<file path="config.mk">
export PLATFORM = sky130hd
export DESIGN_NAME = crc32_chunked_checksum
export DESIGN_NICKNAME = d
export VERILOG_FILES = /design/src/design/cc32_pkg.sv /design/src/design/cc32_fold.sv /design/src/design/crc32_chunked_checksum.sv
export SDC_FILE = /design/constraint.sdc
export NUM_CORES = 1
export LEC_CHECK = 0
export BUFFER_PORTS_ARGS = -buffer_cell sky130_fd_sc_hd__buf_2
export CAP_MARGIN = 30
export CORE_ASPECT_RATIO = 1.25
export CORE_MARGIN = 8
export CORE_UTILIZATION = 50
export DETAILED_ROUTE_END_ITERATION = 8
export HOLD_SLACK_MARGIN = 0.12
export PLACE_DENSITY = 0.69
export SYNTH_ARGS = -nofsm -noshare
export SYNTH_HDL_FRONTEND = slang
export SYNTH_SLANG_ARGS = --single-unit
</file>
<file path="constraint.sdc">
create_clock -name clk -period 6.2 [get_ports clk]
set_clock_uncertainty 0.1 [all_clocks]
set_input_delay 0.62 -clock clk [delete_from_list [all_inputs] [get_ports clk]]
set_output_delay 0.62 -clock clk [all_outputs]
set_load 0.05 [all_outputs]
</file>
<file path="src/design/cc32_pkg.sv">
// shared types, constants and the byte fold function of the chunked crc-32 unit
package cc32_pkg;

	localparam int unsigned CrcWidth = 32;
	localparam int unsigned ByteWidth = 8;
	localparam logic [CrcWidth-1:0] CrcPoly = 32'hEDB8_8320;
	localparam logic [CrcWidth-1:0] CrcAllOnes = 32'hFFFF_FFFF;

	typedef struct packed {
		logic [ByteWidth-1:0] data_byte;
		logic                 byte_valid;
		logic                 start_req;
		logic                 chunk_end;
	} item_t;

	// reflected crc, lsb first, one bit per step
	function automatic logic [CrcWidth-1:0] crc_fold_byte(
		input logic [CrcWidth-1:0]  crc,
		input logic [ByteWidth-1:0] data
	);
		logic [CrcWidth-1:0] v;
		v = crc ^ {{(CrcWidth-ByteWidth){1'b0}}, data};
		for (int k = 0; k < ByteWidth; k++) begin
			if (v[0]) begin
				v = (v >> 1) ^ CrcPoly;
			end else begin
				v = v >> 1;
			end
		end
		return v;
	endfunction

endpackage

</file>
<file path="src/design/cc32_fold.sv">
// next running crc for one word: reload, byte fold, chunk-end inversion
module cc32_fold (
	input  logic [cc32_pkg::CrcWidth-1:0] crc_in,
	input  cc32_pkg::item_t               item,
	output logic [cc32_pkg::CrcWidth-1:0] crc_out
);
	import cc32_pkg::*;

	logic [CrcWidth-1:0] base;
	logic [CrcWidth-1:0] folded;

	always_comb begin
		base = item.start_req ? CrcAllOnes : crc_in;
		folded = item.byte_valid ? crc_fold_byte(base, item.data_byte) : base;
		crc_out = item.chunk_end ? (folded ^ CrcAllOnes) : folded;
	end

endmodule

</file>
<file path="src/design/crc32_chunked_checksum.sv">
// Chunked CRC-32 (reflected, polynomial 0xEDB88320). Each accepted word is loaded into an
// input register. When it advances, its byte (if valid) is folded into the running value,
// which start_req first reloads to all ones. On chunk end, the same edge also loads the inverted
// value into the output register and keeps it as the running value. Throughput is one word per
// clock while in_stall is low. A word passes the input register, then the combinational byte
// fold, then the result register before crc_value is valid. in_stall rises only while a chunk-end
// word waits behind a stalled, full output register.
module crc32_chunked_checksum (
	input  logic                          clk,
	input  logic                          arst_n,
	input  logic                          in_valid,
	output logic                          in_stall,
	input  logic [cc32_pkg::ByteWidth-1:0] data_byte,
	input  logic                          byte_valid,
	input  logic                          start_req,
	input  logic                          chunk_end,
	output logic                          out_valid,
	input  logic                          out_stall,
	output logic [cc32_pkg::CrcWidth-1:0] crc_value
);
	import cc32_pkg::*;

	item_t               item_s1;
	logic                valid_s1;
	logic [CrcWidth-1:0] crc_q;
	logic [CrcWidth-1:0] crc_next;
	logic                out_valid_q;
	logic [CrcWidth-1:0] crc_value_q;
	logic                advance;
	logic                in_acc;

	// a word without chunk end never needs the output register
	assign advance = valid_s1 && (!item_s1.chunk_end || !out_valid_q || !out_stall);
	assign in_stall = valid_s1 && !advance;
	assign in_acc = in_valid && !in_stall;

	cc32_fold u_fold (
		.crc_in (crc_q),
		.item   (item_s1),
		.crc_out(crc_next)
	);

	always_ff @(posedge clk or negedge arst_n) begin
		if (!arst_n) begin
			valid_s1 <= 1'b0;
			crc_q <= CrcAllOnes;
			out_valid_q <= 1'b0;
		end else begin
			valid_s1 <= in_stall ? 1'b1 : in_acc;
			if (advance) begin
				crc_q <= crc_next;
			end
			if (advance && item_s1.chunk_end) begin
				out_valid_q <= 1'b1;
			end else if (!out_stall) begin
				out_valid_q <= 1'b0;
			end
		end
	end

	always_ff @(posedge clk) begin
		if (!in_stall) begin
			item_s1 <= '{data_byte: data_byte, byte_valid: byte_valid,
				start_req: start_req, chunk_end: chunk_end};
		end
		if (advance && item_s1.chunk_end) begin
			crc_value_q <= crc_next;
		end
	end

	assign out_valid = out_valid_q;
	assign crc_value = crc_value_q;

endmodule

</file>
# Yosys cells after proc, flatten, opt, wreduce, memory -nomap -nowiden
# Index checks and enable logic that the tools add are counted.
# op_classes
eq_ne,1
muxes,14
bitwise_logic,10
n_reduce_logical,11
# op_table
cell,count
two-way mux 32 bit,11
inverter 13 -> 14 bit,8
inverter 32 bit,1
XOR 32 x 8 -> 32 bit,1
zero test 1 bit,5
logical AND 1 bit,4
two-way mux 1 bit,3
logical OR 1 bit,2
"!= test 2 x 1 -> 1 bit, second input constant",1
# totals
ff_bits,77
input_bits,15
out_inout_bits,34
word_cells,44

# Longest topological paths before layout
# Gate-level depths: netlist of run 1.
# logic_depth
ltp_word,21
depth_mapped,9
ltp_nobuf,7

# Hierarchy
# Synthesis of run 1 repeated with hierarchy kept, for this count alone.
# hier_totals
cells_unflattened,494
hier_area_um2,5091.1
# by_module_without_submodules
module,instances,cells_per_inst,area_per_inst_um2,seq_area_each_um2
crc32_chunked_checksum,1,236,3275.6,2182.1
cc32_fold,1,258,1815.5,0.0

# Least setup slack after synthesis of run 1
# Ideal clock, no wire load.
# synth_path
path_kind,reg-to-output
start,reg item_s1[0] (netlist bit)
end,out in_stall
arrival_time_ns,1.970
required_ns,5.480
slack_ns,3.510
path_stages_with_launch,5
path_buffers,2
path_cell_list,edfxtp_1 > clkbuf_1 > buf_1 > nand4_1 > inv_1
# synth_via
elab_chain_len,6
# synth_rtl
element,line_no,text
from (decl),crc32_chunked_checksum.sv:23,item_t item_s1;
from (signal assigned),crc32_chunked_checksum.sv:63,"item_s1 <= '{data_byte: data_byte, byte_valid: byte_valid,"
zero test 1 bit,crc32_chunked_checksum.sv:33,assign advance = valid_s1 && (!item_s1.chunk_end || !out_valid_q || !out_stall);
logical OR 1 bit (2 in a row),crc32_chunked_checksum.sv:33,
logical AND 1 bit,crc32_chunked_checksum.sv:33,
zero test 1 bit,crc32_chunked_checksum.sv:34,assign in_stall = valid_s1 && !advance;
logical AND 1 bit,crc32_chunked_checksum.sv:34,
to (decl),crc32_chunked_checksum.sv:12,"output logic in_stall,"
# Every way passes these cells.

# Final worst setup path of run 1
# layout_path
start,reg item_s1[1] (netlist bit)
end,reg crc_q[22]
# layout_via
elab_chain_len,18
# layout_rtl
element,line_no,text
two-way mux 32 bit *,cc32_fold.sv:13,base = item.start_req ? CrcAllOnes : crc_in;
XOR 32 x 8 -> 32 bit,cc32_pkg.sv:22,"v = crc ^ {{(CrcWidth-ByteWidth){1'b0}}, data};"
inverter 13 -> 14 bit (no line),--,
two-way mux 32 bit (2 in a row),cc32_pkg.sv:24,if (v[0]) begin
inverter 13 -> 14 bit (no line),--,
two-way mux 32 bit,cc32_pkg.sv:24,
inverter 13 -> 14 bit (no line),--,
two-way mux 32 bit (2 in a row),cc32_pkg.sv:24,
inverter 13 -> 14 bit (no line),--,
two-way mux 32 bit,cc32_pkg.sv:24,
inverter 13 -> 14 bit (no line),--,
two-way mux 32 bit (2 in a row),cc32_pkg.sv:24,
two-way mux 32 bit *,cc32_fold.sv:14,"folded = item.byte_valid ? crc_fold_byte(base, item.data_byte) : base;"
inverter 32 bit (no line),--,
two-way mux 32 bit *,cc32_fold.sv:15,crc_out = item.chunk_end ? (folded ^ CrcAllOnes) : folded;
to (signal assigned),crc32_chunked_checksum.sv:46,crc_q <= CrcAllOnes;
to (signal assigned),crc32_chunked_checksum.sv:51,crc_q <= crc_next;
to (decl),crc32_chunked_checksum.sv:25,logic [CrcWidth-1:0] crc_q;
# Every way passes the cells marked *; elsewhere a longest branch is shown, timed or not.
# A chain may end at the register's enable or synchronous reset.

==> results.txt, run 1 <==
CTS clk-pin slew, worst paths - 0.05 ns
die area - 13440 µm²
vias in the first global route - 3427
placement row count - 40
vias - 3409
post-DR wirelength/cell - 17.74 µm
sequential element share of the synthesized area - 43.78%
Worst Path Required - 6.37 ns
Max Cap Viol - 0
crit path launch type - flip-flop
routed wl met3 - 342 µm
maximum VDD drop - 0.2603 mV
Primary FF master, synth - edfxtp_1
TritonCTS Buffers - 9
Core ar. - 9659 µm²
Slew @ Worst Pin - 0.8239 ns
Netlist cell types - 57
H-tree Lvls - 3
met2 WL - 5658 µm
die height - 127.6 µm
DRT met1 WL - 4756 µm
share of layout cells above drive strength 1 - 25.70%
final worst-path cycle share - 51.62%
slew margin rel. - 45.07%
status - finished clean
RSZ-0062 raised after global routing - false
# setup viols final - 0
violation count after the first detailed-route iteration - 179
chip width - 105.3 µm
setup bufs post-CTS - 0
Crit path arrival time - 3.37 ns
Ys Warns - 0
Post-Synthesis Cells - 466
DP HPWL - 7743 µm
initial core utilization - 51.61%
critical-path maximum fanout - 59
Final WS setup - 3.000 ns
GRT Util Overall - 17.09%
syn nets - 481
CP Class - flip-flop to flip-flop
highest metal used - met4
FMAX - 312.5 MHz
pre-CTS WS - 3.026 ns
drt pass-1 iters - 4
Post-synth EDFFs - 43
CTS tree - yes
clk_lat worst skew - 0.34 ns
synthesis-to-layout area growth - 10.14%
Min Clock Period, post-route - 3.201 ns
fin. max-slew vios - 0
Post-Syn Area per Cell - 10.70 µm²
Inserted Diodes - 0
CTS Hold Buffers Added - 0
static leakage - 2.124 nW
GP Congestion - 0.9499
setup_tns - 0 ns
remaining global-route overflow - 0
CTS sink count - 77
first-pass GRT wire length - 17880 µm
top-level port count - 49
Nets - 508
flops & latches, synth - 77
detail-routed via count per cell - 5.463
Bufs on Longest Clock Path - 2
CTS resizes - 0
initial antenna violation count - 0
Port-buffer cells - 48
CTS root buffer - clkbuf_16
power per cell area - 604.2 nW/µm²
DRT antenna net count - 0
Total Wirelength - 11070 µm
Synth async-reset ratio - 44.16%
HP Class - primary input to asynchronous set/reset pin
Setup crit end kind - flip-flop
DRC - 0
Syn Std Cell Area - 4985 µm²
largest net degree at the start of global routing - 73
final hold violation count - 0
==> through the flow <==
stage | hold WS [ns] | total power, W | instance area (µm²) | instances | utilization (%)
global placement | 0.3649 | 0.002817 | 5228 | 608 | 54.12
detailed placement | 0.3820 | 0.002850 | 5228 | 608 | 54.12
CTS | 0.3149 | 0.003339 | 5490 | 624 | 56.84
global route | 0.3450 | 0.003536 | 5490 | 624 | 56.84
floorplan | 0.2244 | 0.002522 | 4985 | 466 | -
finish | 0.2930 | 0.003317 | 5490 | 624 | 56.84
==> layer usage <==
layer,track usage (%),vias up
met2,29.39,76
li1,-,1645
met1,19.62,1670
met3,2.767,18
met5,0,-
met4,10.02,0
==> sequential cells by signal, summed over array words and instances (netlist names) <==
| signal | flops |
|---|---|
| crc_value | 32 |
| item_s1 | 11 |
| valid_s1 | 1 |
| out_valid | 1 |
| crc_q | 32 |
==> layout make-up <==
type                    instances  area, µm²
well taps                     126      157.7
clock buffers                  14      254.0
repair buffers                 53      277.8
multi-input cells             346       2587
clock inverters                 2      8.758
inverters                       6      22.52
flip-flops and latches         77       2182
fillers                       863       4169
==> cell usage after synthesis, types with 2 or more instances <==
| cell | n | area, µm² |
|---|---|---|
| a22oi_1 | 2 | 15.01 |
| a211o_1 | 2 | 17.52 |
| nand2b_1 | 3 | 18.77 |
| nor2_1 | 62 | 232.7 |
| o22ai_1 | 4 | 25.02 |
| clkbuf_1 | 18 | 67.56 |
| buf_6 | 4 | 45.04 |
| o32ai_1 | 2 | 17.52 |
| inv_1 | 6 | 22.52 |
| xnor2_1 | 73 | 639.4 |
| or2_2 | 2 | 12.51 |
| o211ai_1 | 4 | 30.03 |
| mux2_2 | 20 | 225.2 |
| dfstp_2 | 32 | 840.8 |
| buf_4 | 4 | 30.03 |
| xor2_1 | 39 | 341.6 |
| xnor2_2 | 2 | 32.53 |
| or3_1 | 2 | 12.51 |
| edfxtp_1 | 43 | 1291 |
| nand2_1 | 18 | 67.56 |
| nand3_1 | 4 | 20.02 |
| a31oi_1 | 4 | 25.02 |
| a32o_1 | 2 | 20.02 |
| or4_1 | 2 | 15.01 |
| mux2i_1 | 3 | 30.03 |
| buf_1 | 4 | 15.01 |
| xnor3_1 | 9 | 202.7 |
| nor3_1 | 11 | 55.05 |
| and2_1 | 5 | 31.28 |
| buf_2 | 6 | 30.03 |
| and3_1 | 2 | 12.51 |
| dfrtp_1 | 2 | 50.05 |
| o21ai_1 | 4 | 20.02 |
| a21oi_1 | 30 | 150.1 |
| o21ai_0 | 14 | 70.07 |
==> where the power goes <==
part	internal (W)	switching, W
logic	0.000832	0.000970
registers	0.000844	0.000201
clock network	0.000280	0.000191
total	0.00196	0.00136
==> critical path, stage by stage (launching register included) <==
cell and delay, ns:
edfxtp_1 0.31, buf_4 0.49, inv_1 0.34, and3_4 0.25, or4_1 0.53, and2_1 0.29, xnor2_2 0.22, mux2_1 0.34
a32o_1 0.24
==> cell families after synthesis <==
| kind of cell | synth area share [%] |
|---|---|
| XOR/XNOR | 26.31 |
| AND/OR/NAND/NOR | 10.42 |
| AO/OA/AOI/OAI | 9.840 |
| flip-flops | 43.78 |
| buffers and inverters | 4.317 |
| multiplexers | 5.346 |
==> layout by cell type, fill, tap and decap left out, types with 3 or more instances in the layout <==
cell type,Yosys,final
o211ai_1,4,4
nor3_1,11,11
o21ai_0,14,14
clkbuf_16,0,9
o22ai_1,4,4
buf_2,6,48
nand2b_1,3,3
nor2_1,62,62
o21ai_1,4,4
mux2i_1,3,3
xor2_1,39,39
edfxtp_1,43,43
mux2_2,20,20
nand2_1,18,18
buf_4,4,5
and2_1,5,5
xnor2_1,73,73
xnor3_1,9,9
dfstp_2,32,32
inv_1,6,6
clkbuf_1,18,4
nand3_1,4,4
a31oi_1,4,4
a21oi_1,30,30
==> worst paths after layout <==
| path | cells after the start | slack, ns | from | to |
|---|---|---|---|---|
| max | 8 | 3.00 | item_s1[1] | crc_q[22] |
| min | 1 | 0.29 | arst_n | out_valid |
| max reg2reg | 8 | 3.00 | item_s1[1] | crc_q[22] |
| min reg2reg | 2 | 0.39 | crc_q[31] | crc_q[31] |
| max in group asynchronous | 1 | 5.20 | arst_n | valid_s1 |
| min in group clk | 1 | 0.35 | byte_valid | item_s1[2] |
No activity file was read; power rests on OpenSTA's default activity.
==> inputs of run 2 (changes only) <==
- ABC_AREA: default -> 1
- PLACE_DENSITY: 0.69 -> 0.72
- clock period: 6.2 -> 2.8 ns (I/O delays scaled with it)
==> results.txt, run 2 <==
status - finished clean
CTS sink count - 77 (unchanged)
Post-synth EDFFs - 43 (unchanged)
register area - 2182 µm² (unchanged)
setup bufs post-CTS - 0 (unchanged)
H-tree Lvls - 3 (unchanged)
Fillers - 863 (unchanged)
Total Wirelength - 12590 µm (+14%)
share of layout cells above drive strength 1 - 22.19% (-3.5 points)
Final Util - 60.09% (+3.3 points)
placement row count - 40 (unchanged)
top-level port count - 49 (unchanged)
fin. max-slew vios - 0 (unchanged)
vias - 4154 (+22%)
Max Cap Viol - 0 (unchanged)
crit-path cells - buf_4 -> nor2_2 -> nand2_2 -> nand2_4 -> nand2_1 -> nand2_1 -> nand2_1 -> nand2_1 -> nand2_1 -> nand3_1 -> nand2_1 -> nand2_1 -> nand3_1 -> and2_1
drt pass-1 iters - 5 (+1)
crit path launch type - flip-flop
GRT Util Overall - 19.36% (+2.3 points)
initial antenna violation count - 0 (unchanged)
# setup viols final - 0 (unchanged)
CP Class - flip-flop to flip-flop
die area - 13200 µm² (-1.8%)
Slew @ Worst Pin - 0.8302 ns (+0.006289 ns)
TritonCTS Buffers - 9 (unchanged)
final hold violation count - 0 (unchanged)
synthesis-to-layout area growth - 17.69%
largest net degree at the start of global routing - 42 (-42%)
Bufs on Longest Clock Path - 2 (unchanged)
DRT antenna net count - 0 (unchanged)
Hold Path Sink - crc_q[29]
reg-to-reg critical path endpoint - crc_value[20]
Worst path slowest cell - edfxtp_1
chip width - 104.4 µm (-0.89%)
Port-buffer cells - 48 (unchanged)
FMAX - 386.3 MHz (+24%)
combinational power share - 40.5% (-14 points)
clk_lat worst skew - 0.33 ns (about the same)
top cells by count, synth - 254 x nand2_1, 49 x xor2_1, 47 x nand3_1, 43 x edfxtp_1, 32 x dfstp_2
Crit path arrival time - 2.57 ns (-0.80 ns)
Core ar. - 9559 µm² (-1.0%)
sequential element share of the synthesized area - 44.71% (+0.93 points)
min-delay src - crc_q[29]
Synth area leader - edfxtp_1
DP HPWL - 9110 µm (+18%)
final worst-path cycle share - 92.44% (+41 points)
first-pass GRT wire length - 20370 µm (+14%)
die height - 126.5 µm (-0.92%)
maximum VDD drop - 0.3713 mV (+43%)
hold path depth - 2
Multi-input gate area - 2462 µm² (-4.8%)
switch share - 38.79% (-2.2 points)
sequential share of power - 34.8% (+3.3 points)
most frequent cell after synthesis - nand2_1
start of the worst register-to-register path - item_s1[1]
Clock Power Share - 24.7% (+11 points)
Netlist cell types - 36 (-37%)
power per cell area - 857.9 nW/µm² (+42%)
GP Congestion - 0.9448 (-0.54%)
syn nets - 630 (+31%)
most frequent cells in the layout - 253 x nand2_1, 49 x xor2_1, 48 x buf_2
FF-to-FF setup slack - 0.21 ns (-2.79 ns)
CTS tree - yes
NetSw - 0.001912 W (+40%)
critical-path maximum fanout - 17 (-71%)
Post-Synthesis Cells - 615 (+32%)
Syn Std Cell Area - 4881 µm² (-2.1%)
hold_ws - 0.3698 ns (+0.07678 ns)
post-DR wirelength/cell - 15.53 µm (-12%)
DRC - 0 (unchanged)
internal cell power - 0.003016 W (+54%)
Inserted Diodes - 0 (unchanged)
vias in the first global route - 4091 (+19%)
Nets - 695 (+37%)
Post-Syn Area per Cell - 7.936 µm² (-26%)
detail-routed via count per cell - 5.122 (-6.2%)
Ys Warns - 0 (unchanged)
leading cell type in the layout, fill and taps excluded - nand2_1
overall power - 0.004928 W (+49%)
violation count after the first detailed-route iteration - 229 (+28%)
dpl cell area - 5293 µm² (+1.2%)
setup_tns - 0 ns (unchanged)
HP Class - flip-flop to flip-flop
top post-synthesis cells by area - edfxtp_1 26%, nand2_1 20%, dfstp_2 17%, xor2_1 8.8%, nand3_1 4.8%
flops & latches, synth - 77 (unchanged)
CTS clk-pin slew, worst paths - 0.05 ns (about the same)
slowest stage delay, CP - 0.56 ns (+0.03 ns)
CTS root buffer - clkbuf_16
initial core utilization - 51.06% (-0.55 points)
Primary FF master, synth - edfxtp_1
RSZ-0062 raised after global routing - false
area fraction of the dominant cell type after synthesis - 26.45% (+0.55 points)
Worst Path Required - 2.78 ns (-3.59 ns)
static leakage - 2.728 nW (+28%)
remaining global-route overflow - 0 (unchanged)
slew margin rel. - 44.65% (-0.42 points)
Min Clock Period, post-route - 2.588 ns (-0.6121 ns)
Setup crit end kind - flip-flop
CP dominant cell by count - nand2_1
design area - 5744 µm² (+4.6%)
R2R depth - 14 (+6)
Synth async-reset ratio - 44.16% (unchanged)
==> run 2: cell types whose count changed after synthesis, moves of 11 or more <==
cell	change
a21oi_1	-29
and2_1	+11
inv_1	+23
mux2_2	-20
nand2_1	+236
nand2_2	+17
nand3_1	+43
nor2_1	-32
xnor2_1	-66
==> run 2: through the flow <==
step | setup WS [ns] | instances
after CTS | 0.1643 | 811
final | 0.2116 | 811
after floorplan | 0.3383 | 615
after detailed placement | 0.1692 | 781
after global placement | 0.2272 | 781
after global routing | 0.01788 | 811
==> run 2: timing repair <==
| action | 4_1_cts | 5_1_grt |
|---|---|---|
| gates resized for setup | 0 | 1 |
| endpoints found under the setup margin | 0 | 3 |
| hold buffers | 14 | 0 |
| hold endpoints to repair | 15 | 0 |
==> run 2: critical path: cells and delay by family, from the launching register on <==
kind | cells | cell delay, ns
buffers and inverters | 1 | 0.29
flip-flops | 1 | 0.56
AND/OR/NAND/NOR | 13 | 1.40
==> run 2: layer usage <==
metal  share of wire, %  GRT usage, %
met1                 41         21.33
met3                4.9         3.749
met2                 53         35.55
met4                2.0         7.771
met5                  0             0
==> run 2: worst max path at each step <==
stage,from,endpoint,slack (ns),cells after the start
6_report,item_s1[1],crc_value[20],0.21,14
5_1_grt,item_s1[1],crc_value[23],0.02,14
4_1_cts,item_s1[1],crc_value[20],0.16,13
3_5_place_dp,item_s1[1],crc_value[20],0.17,13
3_3_place_gp,item_s1[1],crc_value[8],0.23,12
2_1_floorplan,out_valid,crc_value[0],0.34,6
==> run 2: cell type report <==
class | instances | share of cell area, %
Clock buffer | 12 | 4.117
Clock inverter | 4 | 1.263
Inverter | 32 | 2.091
Multi-Input combinational cell | 482 | 42.87
Sequential cell | 77 | 37.99
Tap cell | 126 | 2.744
Timing Repair Buffer | 78 | 8.931
==> run 2: cells by family (layout without fill, tap and decap cells) <==
logic type	count (synthesis)	count (layout)	synth area share (%)
and+or+nand+nor	390	390	35.27
AOI/OAI and AO/OA	32	32	3.512
xor gates and xnor gates	60	60	11.61
buffers and inverters	56	126	4.896
DFF	77	77	44.71
==> run 2: power by group through the flow <==
stage	combinational (W)	clock [W]	sequential, W
2_1_floorplan	0.00132	0	0.00190
3_3_place_gp	0.00196	0	0.00172
3_5_place_dp	0.00198	0	0.00173
4_1_cts	0.00201	0.00123	0.00171
5_1_grt	0.00221	0.00127	0.00174
6_report	0.00200	0.00122	0.00171
==> inputs of run 3 (changes only) <==
- CTS_BUF_LIST: default -> sky130_fd_sc_hd__clkbuf_2 sky130_fd_sc_hd__clkbuf_4 sky130_fd_sc_hd__clkbuf_8
- SLEW_MARGIN: default -> 20
==> results.txt, run 3 (synthesis gave the netlist of run 2 again) <==
setup_tns - 0 ns (unchanged)
internal cell power - 0.002765 W (-8.3%)
DRC - 0 (unchanged)
static leakage - 2.692 nW (-1.3%)
Worst Path Required - 2.81 ns (+0.03 ns)
share of layout cells above drive strength 1 - 22.63% (+0.44 points)
Nets - 695 (unchanged)
HP Class - flip-flop to flip-flop
# setup viols final - 0 (unchanged)
violation count after the first detailed-route iteration - 232 (+1.3%)
synthesis-to-layout area growth - 15.84%
DRT met1 WL - 5189 µm (+1.7%)
chip width - 104.4 µm (unchanged)
Bufs on Longest Clock Path - 2 (unchanged)
Min Clock Period, post-route - 2.584 ns (-0.003981 ns)
H-tree Lvls - 3 (unchanged)
top-level port count - 49 (unchanged)
combinational power share - 43.0% (+2.5 points)
Port-buffer cells - 48 (unchanged)
maximum VDD drop - 0.3440 mV (-7.3%)
Buf/Inv on CP - 1 (unchanged)
Worst path slowest cell - edfxtp_1
final hold violation count - 0 (unchanged)
crit-path cells - buf_4 -> nor2_2 -> nand2_2 -> nand2_4 -> nand2_1 -> nand2_1 -> nand2_1 -> nand2_1 -> nand2_1 -> nand3_1 -> nand2_1 -> nand2_1 -> nand3_1 -> and2_1
initial core utilization - 51.06% (unchanged)
status - finished clean
CTS tree - yes
first-pass GRT wire length - 20130 µm (-1.2%)
dpl cell area - 5293 µm² (unchanged)
die height - 126.5 µm (unchanged)
DRT antenna net count - 0 (unchanged)
CP top delay family - simple AND/OR/NAND/NOR gates
Total Wirelength - 12480 µm (-0.91%)
slew margin rel. - 43.94% (-0.71 points)
Setup crit end kind - flip-flop
CTS sink count - 77 (unchanged)
slowest stage delay, CP - 0.56 ns (about the same)
switch share - 40.28% (+1.5 points)
Slew @ Worst Pin - 0.8409 ns (+0.01065 ns)
R2R depth - 14 (unchanged)
FMAX - 386.9 MHz (+0.15%)
Non-Filler Instances - 811 (unchanged)
most frequent cells in the layout - 253 x nand2_1, 49 x xor2_1, 48 x buf_2
vias - 4131 (-0.55%)
critical-path maximum fanout - 17 (unchanged)
initial antenna violation count - 0 (unchanged)
setup bufs post-CTS - 0 (unchanged)
RSZ-0062 raised after global routing - false
Clock Power Share - 20.1% (-4.6 points)
power per cell area - 818.9 nW/µm² (-4.6%)
remaining global-route overflow - 0 (unchanged)
post-placement cell count - 781 (unchanged)
CP Class - flip-flop to flip-flop
die area - 13200 µm² (unchanged)
highest metal used - met4
GRT Util Overall - 19.11% (-0.25 points)
DP HPWL - 9110 µm (unchanged)
hold path depth - 2 (unchanged)
final worst-path cycle share - 92.30% (-0.14 points)
routed wl met3 - 549 µm (-10%)
fin. max-slew vios - 0 (unchanged)
CP dominant cell by count - nand2_1
Crit path arrival time - 2.59 ns (+0.02 ns)
post-DR wirelength/cell - 15.39 µm (-0.91%)
detail-routed via count per cell - 5.094 (-0.55%)
placement row count - 40 (unchanged)
Fillers - 873 (+1.2%)
sequential share of power - 36.9% (+2.1 points)
TritonCTS Buffers - 9 (unchanged)
Core ar. - 9559 µm² (unchanged)
CTS clk-pin slew, worst paths - 0.07 ns (+0.02 ns)
met2 WL - 6576 µm (-0.80%)
crit path launch type - flip-flop
vias in the first global route - 3979 (-2.7%)
Inserted Diodes - 0 (unchanged)
CTS root buffer - clkbuf_8
hold_ws - 0.3719 ns (+0.002135 ns)
GP Congestion - 0.9448 (unchanged)
critical path depth - 14 (unchanged)
drt pass-1 iters - 5 (unchanged)
clk_lat worst skew - 0.35 ns (+0.02 ns)
Max Cap Viol - 0 (unchanged)
leading cell type in the layout, fill and taps excluded - nand2_1
NetSw - 0.001865 W (-2.4%)
overall power - 0.004630 W (-6.0%)
largest net degree at the start of global routing - 42 (unchanged)
design area - 5654 µm² (-1.6%)
[run 3: cell types whose count changed in the layout (fill, tap and decap cells not counted)]
| cell | before | now |
|---|---|---|
| clkbuf_16 | 9 | 0 |
| clkbuf_8 | 0 | 9 |
| clkbuf_1 | 3 | 0 |
| clkbuf_4 | 0 | 3 |
[run 3: power groups by stage]
stage               logic [W]  registers (W)  clock network [W]
CTS                   0.00201        0.00171           0.000951
detailed placement    0.00198        0.00173                  0
global placement      0.00196        0.00172                  0
floorplan             0.00132        0.00190                  0
global route          0.00221        0.00174           0.000983
finish                0.00199        0.00171           0.000931
[run 3: tightest hold or removal path, cell delays in order, from the launching register on]
cell and delay [ns]:
dfstp_2 0.37, nand2_1 0.05, nand2_1 0.05
[run 3: per-stage QoR]
step / util [%] / setup slack, ns
3_3_place_gp: 55.37 / 0.2272
5_1_grt: 59.15 / 0.03020
3_5_place_dp: 55.37 / 0.1692
2_1_floorplan: - / 0.3383
6_report: 59.15 / 0.2156
4_1_cts: 59.12 / 0.1661
[run 3: path summary, 6_finish.rpt]
check	endpoint	start	slack (ns)
min in group asynchronous	valid_s1	arst_n	0.48
max reg2reg	crc_value[20]	item_s1[1]	0.22
max in group asynchronous	out_valid	arst_n	1.61
min reg2reg	crc_q[29]	crc_q[29]	0.37
min	crc_q[29]	crc_q[29]	0.37
max	crc_value[20]	item_s1[1]	0.22
[run 3: repair_timing]
action / in CTS / in global routing
hold endpoints to repair: 15 / 0
hold buffers: 14 / 0
setup endpoints to repair: 0 / 3
gates resized for setup: 0 / 1
[run 3: layer usage]
metal,vias to the layer above,track usage [%]
met4,0,5.892
met1,1932,21.48
met2,111,35.36
li1,2076,-
met5,-,0
met3,12,3.698
[run 3: cell type report]
| class | count | area, µm² | share of cell area, % |
|---|---|---|---|
| Clock buffer | 12 | 146.4 | 2.589 |
| Multi-Input combinational cell | 482 | 2462 | 43.55 |
| Inverter | 32 | 120.1 | 2.124 |
| Clock inverter | 4 | 72.57 | 1.283 |
| Tap cell | 126 | 157.7 | 2.788 |
| Sequential cell | 77 | 2182 | 38.59 |
| Timing Repair Buffer | 78 | 513.0 | 9.073 |
